==> src/rtl/rdc_pkg.sv <==
// Shared constants, types and the digit glyph function for the radix digit converter.
`timescale 1ns / 1ps
package rdc_pkg;

   localparam int VALUE_BITS  = 32;
   localparam int RADIX_BITS  = 5;
   localparam int CHAR_BITS   = 7;
   localparam int DIGIT_BITS  = 4;
   localparam int REM_BITS    = DIGIT_BITS + 1;
   localparam int DIV_BITS    = VALUE_BITS - 1;
   localparam int DIGIT_DEPTH = VALUE_BITS - 1;
   localparam int STEP_BITS   = $clog2(DIV_BITS);
   localparam int LEVEL_BITS  = $clog2(DIGIT_DEPTH + 1);
   localparam int INDEX_BITS  = $clog2(DIGIT_DEPTH);
   localparam int REQ_DATA_W  = ((VALUE_BITS + RADIX_BITS + 7) / 8) * 8;
   localparam int RSP_DATA_W  = ((CHAR_BITS + 7) / 8) * 8;
   localparam int RSP_USER_W  = 2;

   localparam logic [RADIX_BITS-1:0] RADIX_MIN = RADIX_BITS'(2);
   localparam logic [RADIX_BITS-1:0] RADIX_MAX = RADIX_BITS'(16);
   localparam logic [CHAR_BITS-1:0]  CHAR_ZERO = CHAR_BITS'(8'h30);
   localparam logic [CHAR_BITS-1:0]  CHAR_A    = CHAR_BITS'(8'h41);
   localparam logic [DIGIT_BITS-1:0] DIGIT_TEN = DIGIT_BITS'(10);

   // stack control from the sequencer
   typedef struct packed {
      logic clear;
      logic push;
      logic pop;
   } stk_ctrl_type;

   // divider status back to the sequencer
   typedef struct packed {
      logic busy;
      logic done;
   } div_stat_type;

   // digit value to uppercase ASCII
   function automatic logic [CHAR_BITS-1:0] glyph(input logic [DIGIT_BITS-1:0] d);
      logic [CHAR_BITS-1:0] c;
      if (d < DIGIT_TEN) begin
         c = CHAR_ZERO + CHAR_BITS'(d);
      end else begin
         c = CHAR_A + CHAR_BITS'(d - DIGIT_TEN);
      end
      return c;
   endfunction

endpackage

==> src/rtl/rdc_divider.sv <==
// Bit-serial restoring divider: one quotient bit per cycle, narrow remainder.
`timescale 1ns / 1ps
module rdc_divider (
   input  logic                             clock,
   input  logic                             reset,
   input  logic                             start,
   input  logic [rdc_pkg::DIV_BITS-1:0]     dividend,
   input  logic [rdc_pkg::RADIX_BITS-1:0]   radix,
   output rdc_pkg::div_stat_type            status,
   output logic [rdc_pkg::DIV_BITS-1:0]     quotient,
   output logic [rdc_pkg::DIGIT_BITS-1:0]   remainder
);
   import rdc_pkg::*;

   logic                  busy_ff, busy_in;
   logic                  done_ff, done_in;
   logic [STEP_BITS-1:0]  step_ff, step_in;
   logic [DIV_BITS-1:0]   quo_ff, quo_in;
   logic [REM_BITS-1:0]   rem_ff, rem_in;
   logic [RADIX_BITS-1:0] radix_ff, radix_in;
   logic [REM_BITS-1:0]   trial;
   logic                  fits;

   // remainder stays below 16, so the shifted trial fits in five bits
   assign trial = {rem_ff[REM_BITS-2:0], quo_ff[DIV_BITS-1]};
   assign fits  = (trial >= REM_BITS'(radix_ff));

   always_comb begin
      busy_in  = busy_ff;
      done_in  = 1'b0;
      step_in  = step_ff;
      quo_in   = quo_ff;
      rem_in   = rem_ff;
      radix_in = radix_ff;
      if (start) begin
         busy_in  = 1'b1;
         step_in  = STEP_BITS'(DIV_BITS - 1);
         quo_in   = dividend;
         rem_in   = '0;
         radix_in = radix;
      end else if (busy_ff) begin
         quo_in = {quo_ff[DIV_BITS-2:0], fits};
         rem_in = fits ? (trial - REM_BITS'(radix_ff)) : trial;
         step_in = step_ff - STEP_BITS'(1);
         if (step_ff == '0) begin
            busy_in = 1'b0;
            done_in = 1'b1;
         end
      end
   end

   always_ff @(posedge clock) begin
      if (reset) begin
         busy_ff <= 1'b0;
         done_ff <= 1'b0;
      end else begin
         busy_ff <= busy_in;
         done_ff <= done_in;
      end
      step_ff  <= step_in;
      quo_ff   <= quo_in;
      rem_ff   <= rem_in;
      radix_ff <= radix_in;
   end

   assign status.busy = busy_ff;
   assign status.done = done_ff;
   assign quotient    = quo_ff;
   assign remainder   = rem_ff[DIGIT_BITS-1:0];

`ifndef NO_ASSERTIONS
   a_start_idle: assert property (@(posedge clock) disable iff (reset)
      start |-> !busy_ff) else $error("divider restarted while busy");
   a_done_idle: assert property (@(posedge clock) disable iff (reset)
      done_ff |-> !busy_ff) else $error("divider done while still busy");
   a_finish: assert property (@(posedge clock) disable iff (reset)
      (busy_ff && step_ff == '0 && !start) |=> done_ff) else $error("divider missed done");
`endif

endmodule

==> src/rtl/rdc_digit_stack.sv <==
// Digit stack: remainders pushed least significant first, popped most significant first.
`timescale 1ns / 1ps
module rdc_digit_stack (
   input  logic                             clock,
   input  logic                             reset,
   input  rdc_pkg::stk_ctrl_type            ctrl,
   input  logic [rdc_pkg::DIGIT_BITS-1:0]   push_digit,
   output logic [rdc_pkg::DIGIT_BITS-1:0]   top_digit,
   output logic [rdc_pkg::LEVEL_BITS-1:0]   level,
   output logic                             near_full
);
   import rdc_pkg::*;

   logic [DIGIT_BITS-1:0] store_ff [DIGIT_DEPTH];
   logic [LEVEL_BITS-1:0] level_ff, level_in;
   logic [LEVEL_BITS-1:0] top_pos;

   assign top_pos = level_ff - LEVEL_BITS'(1);

   always_comb begin
      level_in = level_ff;
      if (ctrl.clear) begin
         level_in = '0;
      end else if (ctrl.push) begin
         level_in = level_ff + LEVEL_BITS'(1);
      end else if (ctrl.pop) begin
         level_in = top_pos;
      end
   end

   always_ff @(posedge clock) begin
      if (reset) begin
         level_ff <= '0;
      end else begin
         level_ff <= level_in;
      end
      if (ctrl.push && !ctrl.clear) begin
         store_ff[level_ff[INDEX_BITS-1:0]] <= push_digit;
      end
   end

   assign top_digit = store_ff[top_pos[INDEX_BITS-1:0]];
   assign level     = level_ff;
   assign near_full = (level_ff == LEVEL_BITS'(DIGIT_DEPTH - 1));

`ifndef NO_ASSERTIONS
   a_no_overflow: assert property (@(posedge clock) disable iff (reset)
      ctrl.push |-> level_ff < LEVEL_BITS'(DIGIT_DEPTH)) else $error("digit stack overflow");
   a_no_underflow: assert property (@(posedge clock) disable iff (reset)
      ctrl.pop |-> level_ff != '0) else $error("digit stack underflow");
   a_one_op: assert property (@(posedge clock) disable iff (reset)
      !(ctrl.push && ctrl.pop)) else $error("push and pop together");
`endif

endmodule

==> src/rtl/radix_digit_converter.sv <==
// Top level: integer to uppercase radix digits, stream in, one character per beat out.
`timescale 1ns / 1ps
// Takes one beat holding a signed value and a base, and returns its digits in that base as
// uppercase ASCII characters, most significant first, tlast on the final one. A base outside
// 2..16 returns a single beat with the bad-radix flag; a value of zero or below returns a
// single beat with the empty flag; both carry character 0. A positive value is divided
// repeatedly by the base in a bit-serial divider that resolves one quotient bit per cycle;
// remainders are stacked and then played out one per cycle while the output register is
// drained. The block takes one item at a time: a new beat is accepted only once the last
// character of the previous one has entered the output register and that register is
// empty or being drained.
module radix_digit_converter (
   input  logic                             clock,
   input  logic                             reset,
   input  logic                             req_tvalid,
   output logic                             req_tready,
   // [31:0] value (signed), [36:32] radix, [39:37] zero
   input  logic [rdc_pkg::REQ_DATA_W-1:0]   req_tdata,
   output logic                             rsp_tvalid,
   input  logic                             rsp_tready,
   // [6:0] digit_char, [7] zero
   output logic [rdc_pkg::RSP_DATA_W-1:0]   rsp_tdata,
   // [0] empty_res, [1] bad_radix
   output logic [rdc_pkg::RSP_USER_W-1:0]   rsp_tuser,
   output logic                             rsp_tlast
);
   import rdc_pkg::*;

   typedef enum logic [2:0] {
      ST_IDLE   = 3'b001,
      ST_DIVIDE = 3'b010,
      ST_EMIT   = 3'b100
   } state_type;

   state_type             state_ff, state_in;
   logic [RADIX_BITS-1:0] radix_ff, radix_in;

   // output register
   logic                  out_valid_ff, out_valid_in;
   logic [CHAR_BITS-1:0]  out_char_ff, out_char_in;
   logic                  out_empty_ff, out_empty_in;
   logic                  out_bad_ff, out_bad_in;
   logic                  out_last_ff, out_last_in;

   logic [VALUE_BITS-1:0] in_value;
   logic [RADIX_BITS-1:0] in_radix;
   logic                  in_accept;
   logic                  slot_free;
   logic                  radix_bad;
   logic                  value_empty;

   stk_ctrl_type          stk_ctrl;
   logic [DIGIT_BITS-1:0] stk_top;
   logic [LEVEL_BITS-1:0] stk_level;
   logic                  stk_near_full;

   div_stat_type          div_stat;
   logic                  div_start;
   logic [DIV_BITS-1:0]   div_dividend;
   logic [RADIX_BITS-1:0] div_radix;
   logic [DIV_BITS-1:0]   div_quo;
   logic [DIGIT_BITS-1:0] div_rem;

   assign in_value    = req_tdata[VALUE_BITS-1:0];
   assign in_radix    = req_tdata[VALUE_BITS+RADIX_BITS-1:VALUE_BITS];
   assign slot_free   = !out_valid_ff || rsp_tready;
   assign req_tready  = (state_ff == ST_IDLE) && slot_free;
   assign in_accept   = req_tvalid && req_tready;
   assign radix_bad   = (in_radix < RADIX_MIN) || (in_radix > RADIX_MAX);
   assign value_empty = in_value[VALUE_BITS-1] || (in_value == '0);

   always_comb begin
      state_in     = state_ff;
      radix_in     = radix_ff;
      out_valid_in = out_valid_ff && !rsp_tready;
      out_char_in  = out_char_ff;
      out_empty_in = out_empty_ff;
      out_bad_in   = out_bad_ff;
      out_last_in  = out_last_ff;
      stk_ctrl     = '0;
      div_start    = 1'b0;
      div_dividend = div_quo;
      div_radix    = radix_ff;
      unique case (state_ff)
         ST_IDLE: begin
            if (in_accept) begin
               if (radix_bad || value_empty) begin
                  // flagged result, bad base wins over the value check
                  out_valid_in = 1'b1;
                  out_char_in  = '0;
                  out_empty_in = !radix_bad;
                  out_bad_in   = radix_bad;
                  out_last_in  = 1'b1;
               end else begin
                  radix_in       = in_radix;
                  stk_ctrl.clear = 1'b1;
                  div_start      = 1'b1;
                  div_dividend   = in_value[DIV_BITS-1:0];
                  div_radix      = in_radix;
                  state_in       = ST_DIVIDE;
               end
            end
         end
         ST_DIVIDE: begin
            if (div_stat.done) begin
               stk_ctrl.push = 1'b1;
               if (div_quo == '0 || stk_near_full) begin
                  state_in = ST_EMIT;
               end else begin
                  div_start = 1'b1;
               end
            end
         end
         ST_EMIT: begin
            if (slot_free) begin
               stk_ctrl.pop = 1'b1;
               out_valid_in = 1'b1;
               out_char_in  = glyph(stk_top);
               out_empty_in = 1'b0;
               out_bad_in   = 1'b0;
               out_last_in  = (stk_level == LEVEL_BITS'(1));
               if (stk_level == LEVEL_BITS'(1)) begin
                  state_in = ST_IDLE;
               end
            end
         end
         default: begin
            state_in = ST_IDLE;
         end
      endcase
   end

   always_ff @(posedge clock) begin
      if (reset) begin
         state_ff     <= ST_IDLE;
         out_valid_ff <= 1'b0;
      end else begin
         state_ff     <= state_in;
         out_valid_ff <= out_valid_in;
      end
      radix_ff     <= radix_in;
      out_char_ff  <= out_char_in;
      out_empty_ff <= out_empty_in;
      out_bad_ff   <= out_bad_in;
      out_last_ff  <= out_last_in;
   end

   rdc_divider u_divider (
      .clock     (clock),
      .reset     (reset),
      .start     (div_start),
      .dividend  (div_dividend),
      .radix     (div_radix),
      .status    (div_stat),
      .quotient  (div_quo),
      .remainder (div_rem)
   );

   rdc_digit_stack u_stack (
      .clock      (clock),
      .reset      (reset),
      .ctrl       (stk_ctrl),
      .push_digit (div_rem),
      .top_digit  (stk_top),
      .level      (stk_level),
      .near_full  (stk_near_full)
   );

   assign rsp_tvalid = out_valid_ff;
   assign rsp_tdata  = {(RSP_DATA_W - CHAR_BITS)'(0), out_char_ff};
   assign rsp_tuser  = {out_bad_ff, out_empty_ff};
   assign rsp_tlast  = out_last_ff;

`ifndef NO_ASSERTIONS
   a_done_in_divide: assert property (@(posedge clock) disable iff (reset)
      div_stat.done |-> state_ff == ST_DIVIDE) else $error("division finished outside a conversion");
   a_flag_single: assert property (@(posedge clock) disable iff (reset)
      (rsp_tvalid && (out_empty_ff || out_bad_ff)) |-> (rsp_tlast && out_char_ff == '0))
      else $error("flagged beat not a single last beat");
   a_emit_has_digits: assert property (@(posedge clock) disable iff (reset)
      state_ff == ST_EMIT |-> stk_level != '0) else $error("emitting from an empty stack");
   a_divide_busy: assert property (@(posedge clock) disable iff (reset)
      (state_ff == ST_DIVIDE && !div_stat.done) |-> div_stat.busy)
      else $error("divider stalled mid conversion");
`endif

endmodule
==> config.mk <==
export PLATFORM = sky130hd
export DESIGN_NAME = radix_digit_converter
export DESIGN_NICKNAME = d
export VERILOG_FILES = /design/src/rtl/rdc_pkg.sv /design/src/rtl/rdc_divider.sv /design/src/rtl/rdc_digit_stack.sv /design/src/rtl/radix_digit_converter.sv
export SDC_FILE = /design/constraint.sdc
export NUM_CORES = 1
export LEC_CHECK = 0
export ABC_AREA = 1
export BUFFER_PORTS_ARGS = -buffer_cell sky130_fd_sc_hd__buf_2
export CAP_MARGIN = 30
export CORE_ASPECT_RATIO = 0.6
export CORE_UTILIZATION = 51
export DETAILED_ROUTE_END_ITERATION = 16
export PLACE_DENSITY = 0.69
export SLEW_MARGIN = 20
export SYNTH_ARGS = -nofsm -noshare
export SYNTH_HDL_FRONTEND = slang
export SYNTH_SLANG_ARGS = --single-unit
==> constraint.sdc <==
create_clock -name clock -period 3.7 [get_ports clock]
set_clock_uncertainty 0.15 [all_clocks]
set_input_delay 0.37 -clock clock [delete_from_list [all_inputs] [get_ports clock]]
set_output_delay 0.37 -clock clock [all_outputs]
set_load 0.02 [all_outputs]
# [Yosys cells after proc, flatten, opt, wreduce, memory -nomap -nowiden]
# Memories as Yosys holds them, arrays and structs flattened.
# Index checks and enable logic that the tools add are counted.
[word_totals] regBits=71 latch_bits=0 ram_bits=124 mem_bits_ro=0 input_bits=44 output_inout_bits=13 elab_cells=120 n_memories=1
[memory_table] name="u_stack.store_ff" words=31 width=4 read_ports=1 rd_clocked_by_memory_dff=0 wr=1 line="rdc_digit_stack.sv:14" text="logic [DIGIT_BITS-1:0] store_ff [DIGIT_DEPTH];"
[op_classes] add_sub_neg=7 n_mul=0 div=0 order_cmp=4 n_eq_ne=15 shift=0 mux=54 bitwise=1 n_reduce_logical=24
[ops] op="$mux 31" n=5
[ops] op="$logic_not 32->1" n=1
[ops] op="$logic_not 31->1" n=1
[ops] op="$mux 7" n=4
[ops] op="$mux 1" n=26
[ops] op="$mux 5" n=5
[ops] op="$mux 3" n=6
[ops] op="$ne 2x2->1 const B" n=7
[ops] op="$pmux 7 s2" n=1
[ops] op="$pmux 1 s2" n=5
[ops] op="$sub 5x1->5 const B" n=2
[ops] op="$pmux 3 s3" n=1
[ops] op="$reduce_and 4->1" n=2
[ops] op="$add 6x4->7 const A" n=1
[ops] op="$add 7x7->7 const A" n=1
[ops] op="$ne 2x1->1 const B" n=3
[ops] op="$reduce_and 6->1" n=1
[ops] op="$reduce_bool 2->1" n=3
[ops] op="$add 5x1->5 const B" n=1
[ops] op="$eq 5x1->1 const B" n=1
[ops] op="$eq 5x5->1 const B" n=1
[ops] op="$ge 5x5->1" n=1
[ops] op="$gt 5x5->1 const B" n=1
[ops] op="$logic_not 5->1" n=1
[ops] op="14 further kinds" n=24

# [Logic depth before layout (Yosys ltp)]
[depth] ltp_word=10 mapped_depth=23 ltp_nobuf=19

# [Modules after synthesis]
# A second synthesis with hierarchy kept.
[unflattened] hier_cells=1122 hier_area_um2=9860.7
[by_module_without_submodules] module="rdc_digit_stack" instances=1 cells_each=606 area_each_um2=5938.2 seq_area_each_um2=3823.7
[by_module_without_submodules] module="rdc_divider" instances=1 cells_each=235 area_each_um2=2175.8 seq_area_each_um2=1301.2
[by_module_without_submodules] module="radix_digit_converter" instances=1 cells_each=281 area_each_um2=1746.7 seq_area_each_um2=480.5

# [Worst setup path after synthesis]
# No wires, ideal clock.
[synth_timing] kind="register to register" from="register u_stack.level_ff[0] (netlist: u_stack.level[0])" to="register u_divider.quo_ff[0] (netlist: u_divider.quotient[0]) (enable)" setup_ns=0.423 arrival_time_ns=2.820 required_ns=3.127 slack_ns=0.307 stages_incl_launch_ff=10 path_buffers=3 period_less_slack_ns=3.393 path_cell_list="dfxtp_1 -> buf_2 -> inv_2 -> buf_2 -> ha_1 -> nand2_1 -> nand3_1 -> nand2_2 -> buf_2 -> o21ai_1"
[synth_via] elab_chain_cells=7 word_cells_on_any_way=10 classes_between="eq/ne: 4; mux: 3; reduce/logical: 3"
[synth_rtl] item="start, declared" line="rdc_digit_stack.sv:15" text="logic [LEVEL_BITS-1:0] level_ff, level_in;"
[synth_rtl] item="start signal, assigned" line="rdc_digit_stack.sv:35" text="level_ff <= level_in;"
[synth_rtl] item="$eq 5x5->1 *" line="rdc_digit_stack.sv:44" text="assign near_full = (level_ff == LEVEL_BITS'(DIGIT_DEPTH - 1));"
[synth_rtl] item="$logic_or 1x1->1 *" line="radix_digit_converter.sv:107" text="if (div_quo == '0 || stk_near_full) begin"
[synth_rtl] item="$mux 1 *" line="radix_digit_converter.sv:107"
[synth_rtl] item="$mux 1 *" line="radix_digit_converter.sv:105" text="if (div_stat.done) begin"
[synth_rtl] item="$pmux 1 s2 *" line="radix_digit_converter.sv:84" text="unique case (state_ff)"
[synth_rtl] item="$ne 2x2->1 (no source line) (tied with other cells)"
[synth_rtl] item="$reduce_and 4->1 (no source line) *"
[synth_rtl] item="end signal, assigned" line="rdc_divider.sv:61" text="quo_ff <= quo_in;"
[synth_rtl] item="end, declared" line="rdc_divider.sv:18" text="logic [DIV_BITS-1:0] quo_ff, quo_in;"
# Mark *: on every way between the ends. The rest lies on a longest branch, timed or not.
# A chain may end at the register's enable or synchronous reset.

# [Worst setup path after layout]
[layout_timing] from="register u_stack.level_ff[1] (netlist: u_stack.level[1])" to="register out_char_ff[4] (data pin)"
[layout_via] elab_chain_cells=7 word_cells_on_any_way=9 classes_between="add/sub: 4; order compare: 1; mux: 3; memory: 1"
[layout_rtl] item="$sub 5x1->5 *" line="rdc_digit_stack.sv:18" text="assign top_pos = level_ff - LEVEL_BITS'(1);"
[layout_rtl] item="$mem_v2 31x4 *"
[layout_rtl] item="$sub 4x4->5" line="rdc_pkg.sv:44" text="c = CHAR_A + CHAR_BITS'(d - DIGIT_TEN);"
[layout_rtl] item="$add 7x7->7" line="rdc_pkg.sv:44"
[layout_rtl] item="$mux 7 *" line="rdc_pkg.sv:41" text="if (d < DIGIT_TEN) begin"
[layout_rtl] item="$mux 7 *" line="radix_digit_converter.sv:115" text="if (slot_free) begin"
[layout_rtl] item="$pmux 7 s2 *" line="radix_digit_converter.sv:84"
[layout_rtl] item="end signal, assigned" line="radix_digit_converter.sv:142" text="out_char_ff <= out_char_in;"
[layout_rtl] item="end, declared" line="radix_digit_converter.sv:40" text="logic [CHAR_BITS-1:0] out_char_ff, out_char_in;"
# Mark *: on every way between the ends. The rest lies on a longest branch, timed or not. The select of a mux whose other input is x is not followed.

==> results.yml <==
detailed_routing:
  antenna_left: 0
  viasPerCell: 5.34
  drc: 0
  wl_um: 19600
  wl_per_cell_um: 16.0
  firstDrtPassIters: 7
  drt-initial-drc-count: 754
  vias: 6548
timing:
  rsz0062_at_grt: "no"
  setup_slack_ps: 266
  max_freq_mhz: 291
  hold_violations: 0
  max_slew.worst_pin.slew_ps: 684
  tns_ps: 0
  period_share_pct: 92.8
  slew_headroom_pct: 54.4
  finalCriticalPeriod_ps: 3430
  maxSlewViolCount: 0
  setup_viol: 0
clock_tree:
  cts_max_level: 4
  clockBufferDepth: 2
  cts_root_buf: "clkbuf_16"
  hold_buffers: 0
  clk_latency_ps: 430
  cts-buffers-inserted: 17
  cts_resized: 0
  cts_tree: "done"
  clk_pin_slew_ps: 80
  post_cts_buffers: 0
  cts_sinks: 195
min_path:
  min_from: "req_tdata[33]"
  hp-class: "in2reg"
critical_path:
  cp-end-kind: "register"
  worstSetupStartpoint: "u_stack.level[1]"
  crit_fanout: 18
  cp.arrival_ps: 3480
  reg2reg_from: "u_stack.level[1]"
  crit_type: "reg2reg"
  cp.required_ps: 3750
  cp-start-kind: "register"
pwr:
  p_sw_mw: 1.38
  power_frac_comb_pct: 12.6
  p_int_mw: 3.80
  pwr-share-seq_pct: 53.5
  powerDensity_nw_per_um2: 515
  p_leak_nw: 4.02
  power_frac_clock_pct: 33.9
  peakVddDrop_mv: 0.255
  switching_share_pct: 26.7
floorplan:
  die_h_um: 105
  top_level_ports: 57
  rows: 37
  start_util_pct: 52.3
  fp.coreArea_um2: 17200
  dieArea_um2: 18200
  die_w_um: 174
placement:
  post-place-ws_ps: 332
  dpl_cell_area_um2: 9510
  post-dp-hpwl_um: 13300
  numPortBuffers: 52
  placedCellCount: 1194
  place.gp.congestion: 0.864
layout:
  instances_no_fill: 1226
  fill_cells: 1455
  area_delta_synth_final_pct: 11.9
  drive_gt1_share_pct: 12.9
  fin_util_pct: 58.5
  nNetsFinal: 1039
  final_area_um2: 10100
  antenna_cells: 0
outcome:
  outcome: "complete, no violations"
synth:
  synth_cells: 927
  ys.flop_type: "edfxtp_1"
  avgSynthCellArea_um2: 9.71
  yosysWarningCount: 0
  ys_types: 36
  syn_area_um2: 9000
  ys_seq_elements: 195
  synthesis.nets: 987
  ys_seq_area_share_pct: 62.3
  async_flop_share_pct: 0
  synth_edf_count: 170
global_routing:
  grt_pass1_vias: 5819
  grt_pass1_wl_um: 31100
  grt_usage_pct: 22.4
  antenna_found_initial: 0
  gr-total-overflow: 0
  grt_max_degree: 65
run:
  cap_violations: 0
## sequential cells by signal, summed over array words and instances, names as in the netlist, 3 cells and up
name	flops
u_stack.store_ff	124
u_divider.quotient	31
out_char_ff	7
radix_ff	5
u_divider.radix_ff	5
u_divider.step_ff	5
u_stack.level	5
u_divider.rem_ff	4
state_ff	3
## synth_stat cells, types with 2 or more instances
cell,instances,share of area (%)
a21oi_1,19,1.1
a31oi_1,3,0.21
buf_2,26,1.4
buf_4,5,0.42
buf_6,2,0.25
clkbuf_1,4,0.17
dfxtp_1,25,5.6
edfxtp_1,170,57
ha_1,15,2.1
inv_1,100,4.2
inv_2,7,0.29
nand2_1,256,11
nand2_2,8,0.56
nand3_1,125,7.0
nand3_2,4,0.44
nand4_1,12,0.83
nor2_1,76,3.2
nor3_1,3,0.17
o211ai_1,3,0.25
o21ai_0,21,1.2
o21ai_1,23,1.3
xnor2_1,2,0.19
xor2_1,4,0.39
xor2_2,2,0.36
## worst paths after layout
| kind | endpoint | slack, ps | cells after the start |
|---|---|---|---|
| max | out_char_ff[4] | 270 | 20 |
| max reg2reg | out_char_ff[4] | 270 | 20 |
| min reg2reg | radix_ff[2] | 310 | 2 |
| min | radix_ff[1] | 30 | 3 |
## power by group through the flow
stage	Clock, mW	Sequential, mW	Combinational [mW]
2_1_floorplan	0	2.91	0.292
3_3_place_gp	0	2.82	0.636
3_5_place_dp	0	2.82	0.649
4_1_cts	1.77	2.77	0.654
5_1_grt	1.86	2.79	0.728
6_report	1.75	2.77	0.653
## cell type report
class	instances	area [µm²]	area share (%)
inverters	107	402	3.99
flip-flops and latches	195	5610	55.7
clock buffers	19	443	4.40
well taps	234	293	2.91
clock inverters	13	120	1.19
multi-input cells	587	2790	27.7
repair buffers	71	415	4.13
## kinds of logic (layout without fill, tap and decap cells)
kind of cell	after synthesis	after routing	share of synthesized area, %
buf+inv	145	210	6.78
simple gates	489	489	23.3
fa+ha+maj	16	16	2.31
other cells	1	1	0.0417
flops	195	195	62.3
xor+xnor	9	9	1.13
compound gates	72	72	4.21
## layout by cell type (no fill, tap or decap), drive strengths merged
master / instances
edfxtp: 170
ha: 15
o21ai: 44
fa: 1
nand4: 12
clkinv: 6
xor2: 6
nand3b: 1
xnor2: 3
nor2: 76
nor3: 4
dfxtp: 25
o211ai: 3
or2: 1
conb: 1
inv: 111
a22oi: 1
clkbuf: 19
nor4: 1
a221oi: 1
a31oi: 3
a21oi: 19
nand3: 129
buf: 71
clkinvlp: 3
nand2: 265
o22ai: 1
## critical path: stages, from the launching register on
cell	delay, ps
dfxtp_1	430
inv_1	130
ha_1	330
inv_1	80
buf_4	250
nand3_1	110
nand2_1	110
nand2_1	80
nand3_1	90
nand3_1	140
nand2_2	150
ha_1	200
inv_1	50
ha_1	280
inv_1	50
nor3_1	250
inv_1	90
nand2_2	80
nand3_1	60
nand2_1	70
inv_1	40
## layer usage
| metal | share of wire, % | vias to the layer above | GRT usage [%] |
|---|---|---|---|
| met3 | 8.3 | 21 | 5.31 |
| met5 | 0 | - | 0 |
| met4 | 1.0 | 0 | 5.69 |
| met2 | 40 | 265 | 30.2 |
| li1 | - | 3198 | - |
| met1 | 51 | 3064 | 35.6 |
## per-stage QoR
step	hold slack, ps	total power, mW
finish	28.7	5.18
global placement	284	3.45
floorplan	268	3.21
CTS	12.0	5.20
detailed placement	302	3.47
global route	31.7	5.37
Note: power is estimated with default switching activity, not from simulation.
